## src/sv/bsev_ram.sv

```systemverilog
// Generic single-write, single-read RAM with registered read data.
module bsev_ram #(
  parameter int WIDTH = 8,
  parameter int DEPTH = 16
) (
  input  logic                     clk_i,
  input  logic                     we_i,
  input  logic [$clog2(DEPTH)-1:0] waddr_i,
  input  logic [WIDTH-1:0]         wdata_i,
  input  logic [$clog2(DEPTH)-1:0] raddr_i,
  output logic [WIDTH-1:0]         rdata_o
);

  logic [WIDTH-1:0] mem_q [DEPTH];
  logic [WIDTH-1:0] rdata_q;

  always_ff @(posedge clk_i) begin
    if (we_i) begin
      mem_q[waddr_i] <= wdata_i;
    end
    rdata_q <= mem_q[raddr_i];
  end

  assign rdata_o = rdata_q;

endmodule

```

## config.mk

```make
export PLATFORM = sky130hd
export DESIGN_NAME = bsev_ram
export DESIGN_NICKNAME = d
export VERILOG_FILES = /design/src/sv/bsev_ram.sv
export SDC_FILE = /design/constraint.sdc
export NUM_CORES = 1
export LEC_CHECK = 0
export ABC_AREA = 1
export BUFFER_PORTS_ARGS = -buffer_cell sky130_fd_sc_hd__buf_2
export CELL_PAD_IN_SITES_DETAIL_PLACEMENT = 0
export CELL_PAD_IN_SITES_GLOBAL_PLACEMENT = 2
export CORE_ASPECT_RATIO = 1.25
export CORE_MARGIN = 3
export CORE_UTILIZATION = 25
export CTS_CLUSTER_DIAMETER = 60
export DETAILED_ROUTE_END_ITERATION = 10
export PLACE_DENSITY = 0.5
export SLEW_MARGIN = 20
export SYNTH_ARGS = -nofsm -noshare
export SYNTH_HDL_FRONTEND = slang
export SYNTH_SLANG_ARGS = --single-unit
```

## constraint.sdc

```tcl
create_clock -name clk_i -period 1.4 [get_ports clk_i]
set_clock_uncertainty 0.05 [all_clocks]
set_input_delay 0 -clock clk_i [delete_from_list [all_inputs] [get_ports clk_i]]
set_output_delay 0 -clock clk_i [all_outputs]
set_load 0.01 [all_outputs]
```

==> impl_results.md <==
* Outcome: finished, final reports clean
* Max-slew violations at 0
* Setup tns final at 0 ps
* H-tree Lvls at 4
* Port bufs at 25
* Final critical-path required period at 1060 ps
* CTS resizes at 0
* Synth Flop Type: edfxtp_1
* Share of layout cells above drive strength 1 at 0.139
* Critical Path Sink Type: flop
* Asr flop ratio synth at 0
* Syn_area_per_cell at 10.5 um^2
* Worst Setup Path Type: flop to flop
* CP max-delay cell: edfxtp_1
* Post-synth net total at 569
* Most used cell, CP: nand3_1
* Critical path required time at 1650 ps
* Kind of cell adding the most delay to the critical path: simple AND/OR/NAND/NOR gates
* Core area at 22400 um^2
* IO Count at 26
* Detailed Routing Iterations Pass 1 at 4
* Deepest clock path buffer count at 2
* Worst slew pin tran at 409 ps
* Sw Share at 0.227
* Row Count at 61
* Number of synthesized flops with an enable pin at 128
* Setup Viol. Count Final at 0
* Routed vias/inst at 4.19
* Total number of vias at 3780
* Crit-path max cell delay at 360 ps
* Initial Util at 0.257
* Most frequent cells after synthesis: nand2_1, edfxtp_1, inv_1
* Hold WC Path Type: input port to flop
* Net count, final at 625
* Initial antenna violation count at 0
* Die area at 24900 um^2
* Leading area contributor after synthesis: edfxtp_1
* Final hold vios at 0
* Sequential power share at 0.476
* Startpoint types: flop
* Slew HR at 0.727
* CTS buffer count at 17
* P_sw at 2.18 mW
* Total power at 9.62 mW
* # diodes at 0
* Antenna-violating nets left at 0
* Clock latency on the worst-skew pair at 410 ps
* Crit path arrival time at 1310 ps
* Routed wire per std cell at 16.7 um
* Crit-path cells: inv_1 > nand2_1 > nand3_1 > nand3_1 > nand3_1 > nand2_1
* GPL Wtd Cong at 0.698
* CTS tree: yes
* Post-place instance area at 6360 um^2
* Die Wd at 142 um
* Clock power frac at 0.459
* Placed cells at 862
* Leak at 3.00 nW
* Post-route design area at 7040 um^2
* DRC errors left at 0
* Total grt overflow at 0
* Combinational fraction of design power at 0.064
* FILL cells at 2363
* Clock-pin transition on the worst setup and hold timing paths at 60 ps
* PwrDens at 1370 nW/um^2
* RSZ-0062 raised after global routing: false
* Die Y-Extent at 176 um
* Netlist Area Pre-Place at 5770 um^2
* Max cap viols at 0
* Number of library cell types mapped by synthesis at 12
* Worst VDD drop at 783 uV
* Vias in the first global route at 3980
* Int Pwr at 7.44 mW
* Fin cells at 903
* Yosys warns at 0
* Drt total wl at 15.1 mm
* Root buffer selected by CTS: clkbuf_16
* Sequential area share after synthesis at 0.694
* Hpwl dp at 9.94 mm
* Fmax at 942 MHz
* First DRT Iteration DRCs at 237
* Area growth from synthesis to layout at 22.0%
* Post-Synthesis Cells at 551
* Synth area leaders: edfxtp_1, nand2_1, nand3_1
* Pin count of the biggest net entering global routing at 42
* Crit path max fanout at 1
* TritonCTS Sinks at 136
* Crit path buffers/inverters at 1
* Leading cell type by number of instances after synthesis: nand2_1
* Top-area cell type share of the netlist area at 0.667
* First-pass GRT wire length at 23.4 mm
* All-Layer GR Usage at 0.128
* FF+latch count, synth at 136
* Crit share post-route at 0.758
cell type report:
cell class | count | area (um^2) | share of cell area
flip-flops and latches | 136 | 4000 | 0.569
clock buffers | 18 | 439 | 0.0624
repair buffers | 61 | 493 | 0.0701
well taps | 283 | 354 | 0.0503
multi-input cells | 289 | 1210 | 0.173
clock inverters | 14 | 149 | 0.0212
inverters | 102 | 383 | 0.0544
repair_timing:
action                    4_1_cts  5_1_grt
hold buffers                    9        0
hold endpoints to repair      134        0
buffers inserted                0        0
power groups by stage:
stage / clock network, mW / registers (mW) / logic, mW
2_1_floorplan: 0 / 4.67 / 0.321
3_3_place_gp: 0 / 4.67 / 0.625
3_5_place_dp: 0 / 4.67 / 0.623
4_1_cts: 4.55 / 4.58 / 0.645
5_1_grt: 4.71 / 4.59 / 0.699
6_report: 4.42 / 4.58 / 0.618
worst min-delay path, delay by kind of cell:
kind	cells	cell delay [ps]
buf+inv	3	310
simple gates	3	210
path summary, 6_finish.rpt:
kind | from | end | slack, ps | cells after the start
max | mem_q[8][5] | rdata_o[5] | 340 | 6
max reg2reg | mem_q[8][5] | rdata_o[5] | 340 | 6
min reg2reg | mem_q[2][0] | rdata_o[0] | 610 | 6
min | raddr_i[2] | rdata_o[0] | 80 | 6
cells in the final DEF (no fill, tap or decap):
cell type,instances
clkbuf_8,1
edfxtp_1,128
nand2_1,173
inv_1,100
nor2_1,17
inv_2,2
clkinv_4,2
buf_12,6
nand3_1,97
clkbuf_16,17
clkinvlp_4,4
nand3b_1,2
bufinv_16,2
buf_4,21
dlygate4sd3_1,9
inv_6,3
clkinv_2,3
dfxtp_1,8
buf_2,25
per-stage QoR:
| stage | setup WS, ps | hold slack [ps] | utilization |
|---|---|---|---|
| finish | 339 | 79.4 | 0.314 |
| global route | 242 | 114 | 0.314 |
| CTS | 299 | 71.4 | 0.314 |
| detailed placement | 177 | 354 | 0.283 |
| global placement | 196 | 359 | 0.283 |
| floorplan | 399 | 48.9 | - |
flip-flops by register name, indices dropped and copies added, names as in the netlist:
register and flops:
mem_q 128, rdata_o 8
per-layer routing:
layer  GRT usage  vias to the layer above  part of all wire
li1            -                     1889                 -
met1       0.156                     1830              0.44
met2       0.222                       44              0.52
met3      0.0264                       17             0.022
met4      0.0452                        0             0.020
met5           0                        -                 0
cells by family after synthesis:
logic type,after synthesis,synth area share
AND/OR/NAND/NOR,289,0.210
flip-flops,136,0.694
buffers and inverters,126,0.0952
(Power assumes the default switching activity.)
