--- src/sv/bsev_pkg.sv ---
// Shared constants, types and fixed-point helpers for the Bezier surface evaluator.
package bsev_pkg;

  localparam int GRID_SIZE = 5;
  localparam int DEG       = GRID_SIZE - 1;
  localparam int CELLS     = GRID_SIZE * GRID_SIZE;
  localparam int IDX_W     = $clog2(GRID_SIZE);
  localparam int K_W       = $clog2(GRID_SIZE + 1);
  localparam int CELL_W    = $clog2(CELLS);

  localparam int FRAC      = 16;
  localparam int Q_W       = 17;
  localparam int COORD_W   = 24;
  localparam int POS_W     = 3;
  localparam int BIN_W     = GRID_SIZE;
  localparam int BW_W      = Q_W + BIN_W;
  localparam int CW_W      = 2 * BW_W - FRAC;
  localparam int P_W       = COORD_W + CW_W + 1;
  localparam int ACC_W     = P_W + CELL_W;

  localparam int ONE       = 1 << FRAC;
  localparam int HALF      = 1 << (FRAC - 1);
  localparam int COORD_MAX = 8388607;
  localparam int COORD_MIN = -8388608;

  localparam int INIT_N    = 5;
  localparam int INIT_W    = 3;
  localparam logic [7:0] INIT_HEIGHT [INIT_N][INIT_N] = '{
    '{8'd0,  8'd0,   8'd0,   8'd0,  8'd0},
    '{8'd0,  8'd60,  8'd70,  8'd40, 8'd10},
    '{8'd30, 8'd200, 8'd200, 8'd40, 8'd60},
    '{8'd30, 8'd70,  8'd40,  8'd50, 8'd60},
    '{8'd60, 8'd40,  8'd0,   8'd30, 8'd100}
  };

  typedef enum logic {
    OP_WRITE = 1'b0,
    OP_EVAL  = 1'b1
  } op_e;

  typedef enum logic [1:0] {
    S_IDLE,
    S_WGT,
    S_SCAN,
    S_RES
  } seq_state_e;

  typedef enum logic [1:0] {
    W_IDLE,
    W_POW,
    W_BERN
  } wgt_state_e;

  // index 0 is x, 1 is y, 2 is z
  typedef logic [2:0][COORD_W-1:0] point_t;

  typedef logic [BIN_W-1:0] binom_tab_t [GRID_SIZE];

  typedef struct packed {
    logic clr;
    logic vld;
    logic first;
    logic last;
  } mac_ctl_t;

  typedef struct packed {
    logic   done;
    logic   sat;
    point_t pt;
  } mac_res_t;

  function automatic logic [Q_W-1:0] rnd_q(logic [Q_W-1:0] a, logic [Q_W-1:0] b);
    logic [2*Q_W-1:0] p;
    p = (2*Q_W)'(a) * (2*Q_W)'(b) + (2*Q_W)'(HALF);
    return p[FRAC +: Q_W];
  endfunction

  function automatic binom_tab_t binom_row();
    int         tri_row [GRID_SIZE];
    binom_tab_t res;
    for (int i = 0; i < GRID_SIZE; i++) begin
      tri_row[i] = 0;
    end
    tri_row[0] = 1;
    for (int n = 1; n <= DEG; n++) begin
      for (int k = GRID_SIZE - 1; k > 0; k--) begin
        tri_row[k] = tri_row[k] + tri_row[k-1];
      end
    end
    for (int i = 0; i < GRID_SIZE; i++) begin
      res[i] = BIN_W'(tri_row[i]);
    end
    return res;
  endfunction

  function automatic point_t init_point(logic [IDX_W-1:0] r, logic [IDX_W-1:0] c);
    point_t p;
    p = '0;
    if (int'(r) < INIT_N && int'(c) < INIT_N) begin
      p[0] = COORD_W'(25 * int'(c) * 256);
      p[1] = COORD_W'((100 - 25 * int'(r)) * 256);
      p[2] = COORD_W'(int'(INIT_HEIGHT[INIT_W'(r)][INIT_W'(c)]) * 256);
    end
    return p;
  endfunction

  function automatic logic [CELL_W-1:0] cell_addr(logic [POS_W-1:0] r, logic [POS_W-1:0] c);
    return CELL_W'(int'(r) * GRID_SIZE + int'(c));
  endfunction

endpackage

--- src/sv/bsev_weights.sv ---
// Bernstein weight unit: powers of t and 1-t, then binomial-scaled weights.
module bsev_weights import bsev_pkg::*; (
  input  logic             clk_i,
  input  logic             rst_ni,
  input  logic             start_i,
  input  logic [Q_W-1:0]   t_i,
  input  logic [IDX_W-1:0] idx_i,
  output logic             done_o,
  output logic [BW_W-1:0]  w_o
);

  localparam binom_tab_t BINOM = binom_row();

  wgt_state_e       state_q, state_d;
  logic [K_W-1:0]   k_q;
  logic             done_q;
  logic             pv_q;
  logic [Q_W-1:0]   tc_q, mc_q, pu_run_q, pw_run_q;
  logic [Q_W-1:0]   pu_q [GRID_SIZE];
  logic [Q_W-1:0]   pw_q [GRID_SIZE];
  logic [Q_W-1:0]   prod_q;
  logic [IDX_W-1:0] pk_q;
  logic [BW_W-1:0]  wt_q [GRID_SIZE];

  logic             pow_en, bern_en, finish;
  logic [IDX_W-1:0] kx;
  logic [Q_W-1:0]   tc_d, pu_nx, pw_nx;

  assign kx    = k_q[IDX_W-1:0];
  assign tc_d  = (t_i > Q_W'(ONE)) ? Q_W'(ONE) : t_i;
  assign pu_nx = rnd_q(pu_run_q, tc_q);
  assign pw_nx = rnd_q(pw_run_q, mc_q);

  always_comb begin
    state_d = state_q;
    unique case (state_q)
      W_IDLE: if (start_i) state_d = W_POW;
      W_POW:  if (k_q == K_W'(DEG)) state_d = W_BERN;
      W_BERN: if (k_q == K_W'(GRID_SIZE)) state_d = W_IDLE;
      default: state_d = W_IDLE;
    endcase
  end

  always_comb begin
    pow_en  = (state_q == W_POW);
    bern_en = (state_q == W_BERN) && (k_q < K_W'(GRID_SIZE));
    finish  = (state_q == W_BERN) && (k_q == K_W'(GRID_SIZE));
  end

  always_ff @(posedge clk_i or negedge rst_ni) begin
    if (!rst_ni) begin
      state_q <= W_IDLE;
      k_q     <= '0;
      done_q  <= 1'b0;
      pv_q    <= 1'b0;
    end else begin
      state_q <= state_d;
      pv_q    <= bern_en;
      if (start_i) begin
        k_q    <= K_W'(1);
        done_q <= 1'b0;
      end else if (pow_en) begin
        k_q <= (k_q == K_W'(DEG)) ? '0 : k_q + K_W'(1);
      end else if (bern_en) begin
        k_q <= k_q + K_W'(1);
      end
      if (finish) begin
        done_q <= 1'b1;
      end
    end
  end

  always_ff @(posedge clk_i) begin
    if (start_i) begin
      tc_q     <= tc_d;
      mc_q     <= Q_W'(ONE) - tc_d;
      pu_run_q <= Q_W'(ONE);
      pw_run_q <= Q_W'(ONE);
      pu_q[0]  <= Q_W'(ONE);
      pw_q[0]  <= Q_W'(ONE);
    end
    if (pow_en) begin
      pu_q[kx] <= pu_nx;
      pw_q[kx] <= pw_nx;
      pu_run_q <= pu_nx;
      pw_run_q <= pw_nx;
    end
    if (bern_en) begin
      prod_q <= rnd_q(pu_q[kx], pw_q[IDX_W'(DEG) - kx]);
      pk_q   <= kx;
    end
    if (pv_q) begin
      wt_q[pk_q] <= BW_W'(BINOM[pk_q]) * BW_W'(prod_q);
    end
  end

  assign done_o = done_q;
  assign w_o    = wt_q[idx_i];

endmodule

--- config.mk ---
export PLATFORM = sky130hd
export DESIGN_NAME = bsev_weights
export DESIGN_NICKNAME = d
export VERILOG_FILES = /design/src/sv/bsev_pkg.sv /design/src/sv/bsev_weights.sv
export SDC_FILE = /design/constraint.sdc
export NUM_CORES = 2
export LEC_CHECK = 0
export BUFFER_PORTS_ARGS = -buffer_cell sky130_fd_sc_hd__buf_2
export CAP_MARGIN = 20
export CORE_MARGIN = 1.5
export CORE_UTILIZATION = 65
export DETAILED_ROUTE_END_ITERATION = 10
export PLACE_DENSITY = 0.93
export SYNTH_ARGS = -nofsm -noshare
export SYNTH_HDL_FRONTEND = slang
export SYNTH_SLANG_ARGS = --single-unit
--- constraint.sdc ---
create_clock -name clk_i -period 13.9 [get_ports clk_i]
set_clock_uncertainty 0.05 [all_clocks]
set_input_delay 2.78 -clock clk_i [delete_from_list [all_inputs] [get_ports clk_i]]
set_output_delay 2.78 -clock clk_i [all_outputs]
set_load 0.005 [all_outputs]
==> summary.md <==
| Metric | Value |
|---|---|
| EDFF count, synth | approximately 360 |
| # setup viols final | 0 |
| Die area | about 67,000 sq um |
| Max cap viols | 0 |
| CP peak stage delay | 0.90 ns |
| Final WL | ~110,000 um |
| Synth Flop Type | edfxtp_1 |
| Yosys reg bits | about 370 |
| Routability Congestion | between 0.9 and 1 |
| Initial antenna violation count | 0 |
| Clock root buffer | clkbuf_16 |
| Area leader, netlist | fa_1 |
| Clock sinks | roughly 370 |
| DIE HEIGHT | 259.7 um |
| Global route overflow | 0 |
| Number of port buffers | 44 |
| Post-synthesis sequential area ratio | between 20% and 30% |
| Crit path DAT | roughly 9 ns |
| Netlist Area Pre-Place | roughly 43,000 sq um |
| Clk slew on worst S/H paths | approximately 0.07 ns |
| DRC viols | 0 |
| Share of cells above drive strength 1 | around 6.4% |
| YS warnings | 0 |
| DR pass1 iterations | 8 |
| Worst-Skew Late Latency | about 0.6 ns |
| Total CTS buffers | 38 |
| Post-DP HPWL | 77,270 um |
| Diode count | 0 |
| Layout overhead on the synthesized area | 5.718% |
| WL/cell | ~21 um |
| Slew Limit Headroom | around 17% |
| Most used cell, CP | fa_1 |
| Core ar. | ~65,000 sq um |
| Max-slew violations | 0 |
| Status | finished, final reports clean |
| Post-CTS setup buffer count | 0 |
| Site row count | 93 |
| Fill cells | ~4,000 |
| Setup TNS | 0 ns |
| PostCTS Resize Cnt | 0 |
| Distinct cell type count after synthesis | 65 |
| Async SR Flop Fraction | 1.897% |
| Top cells by area, synth | fa_1 32%, edfxtp_1 25%, ha_1 11%, inv_1 7.8%, nand2_1 4.6% |
| # IOs | between 40 and 50 |
| Hold Crit Class | flop to flop |
| First-pass GRT wire length | about 170,000 um |
| Yosys top cell area share | 31.96% |
| Tot GR Track Use | ~32% |
| Initial DRC Count | around 3,200 |
| Syn_area_per_cell | 10.47 sq um |
| Hold Fails Final Rpt | 0 |
| CP Launch Type | flop |
| Post-Syn Nets | ~5,200 |
| Largest net degree at the start of global routing | 60 |
| RSZ-0062 raised after global routing | no |
| Vias | approximately 30,000 |
| CTS tree | done |
| Period utilisation layout | a little over three fifths |
| Antenna Nets Post-Route | 0 |
| H-tree depth | 2 |
| Required @ worst endpoint | roughly 14 ns |
| Vias in the first global route | 33,060 |
| Die Wd | around 260 um |
| FMAX | roughly 110 MHz |
| Post-Synthesis Cells | 4,092 |
| Bufs on Longest Clock Path | 3 |
| Crit. End Element | flop |
| Critical-path maximum fanout | 23 |
| Critical-path top delay cell | ha_1 |
| Post-layout min period | 8.702 ns |
| Worst reg2reg setup slack | roughly 5.2 ns |
| Initial Util | 66.10% |
| Final Net Count | around 5,200 |
| Worst Setup Path Type | flop to flop |
| Hold buffers post-CTS | 0 |
| Worst Tran Pin Value | 1.250 ns |
| Via density | 6.070 |
[cells in the final DEF (no fill, tap or decap), types with 11 or more instances in the layout]
cell	instances
a211oi_1	13
a21o_1	33
a21oi_1	64
a221o_1	11
a221oi_1	12
and2_1	264
and3_1	12
buf_2	44
buf_4	48
clkbuf_16	38
edfxtp_1	362
fa_1	684
ha_1	378
inv_1	895
mux2_2	40
mux2i_1	33
mux4_2	43
nand2_1	524
nand2b_1	16
nand3_1	22
nor2_1	274
nor2b_1	19
nor3_1	27
o21a_1	12
o21ai_0	19
o21bai_1	11
xnor2_1	56
xor2_1	24
[layout make-up]
cell class | instances | area (sq um) | share of cell area [%]
well taps | 855 | 1070 | 2.362
multi-input cells | 2678 | 27910 | 61.63
clock inverters | 27 | 322.8 | 0.7127
clock buffers | 42 | 965.9 | 2.133
inverters | 895 | 3359 | 7.418
flip-flops and latches | 369 | 11050 | 24.39
repair buffers | 94 | 611.8 | 1.351
[per-layer routing]
layer	wire length (um)	global-route usage (%)	share of wire, %
met5	36	0.4274	0.034
met4	7198	19.09	6.8
met1	35390	38.98	33
met3	12190	6.823	12
met2	51010	54.00	48
[worst paths after layout]
path,endpoint,start,cells after the start
worst min register to register,state_q[0],state_q[1],1
worst max register to register,prod_q[14],k_q[1],26
max in group asynchronous,k_q[2],rst_ni,1
worst max-delay path,prod_q[14],k_q[1],26
min in group asynchronous,done_o,rst_ni,1
worst min-delay path,state_q[0],state_q[1],1
[worst max-delay path, delay by kind of cell (launching register included)]
family,cells,cell delay [ns]
DFF,1,0.36
and+or+nand+nor,4,0.84
buffers and inverters,5,0.95
AOI/OAI and AO/OA,7,1.57
adders and majority gates,8,4.14
muxes,2,0.55
[cells in the mapped netlist (all sizes together), types with 5 or more instances]
cell and n:
fa 684, xnor2 56, xor2 24, nor2 276, nor2b 19, nor4 7, a221oi 12, nand2b 16
nand3 23, and2 264, edfxtp 362, or3 9, nand2 524, o21a 12, mux2 40, nor3 30
a21oi 65, a221o 11, mux4 44, o21bai 11, dfrtp 7, o211ai 6, ha 378, inv 895
a211oi 13, clkbuf 141, or4 5, and3 13, nand4 6, o21ai 20, buf 9, or2 8
mux2i 34, a21o 33
[flip-flops by register name (all words and copies together) (netlist names)]
signal / cells
done_o: 1
k_q: 3
mc_q: 16
pk_q: 3
prod_q: 17
pu_q: 85
pu_run_q: 17
pv_q: 1
pw_q: 85
pw_run_q: 17
state_q: 2
tc_q: 17
wt_q: 105
[kinds of logic after synthesis]
family | after synthesis | synth area share (%)
flip-flops | 369 | 25.78
other | 1 | 0.008753
buffers and inverters | 1045 | 9.182
XOR/XNOR | 80 | 1.636
adder cells (fa/ha/maj) | 1062 | 43.00
AO/OA/AOI/OAI | 209 | 3.321
multiplexers | 118 | 4.168
AND/OR/NAND/NOR | 1208 | 12.90
[metrics by stage]
step                instance area, sq um  hold slack [ns]  worst slack, ns  instances  utilization (%)
floorplan                          42840           0.3903            5.320       4092                -
global placement                   43960           0.3981            5.620       4888            67.83
detailed placement                 43960           0.4051            5.353       4888            67.83
CTS                                45250           0.4112            5.220       4957            69.82
global route                       45290           0.4442            4.872       4960            69.88
finish                             45290           0.4192            5.198       4960            69.88
Power is left out: the tool's default activity adds up to more than one toggle a clock period on the data nets, which glitch-free logic cannot reach.
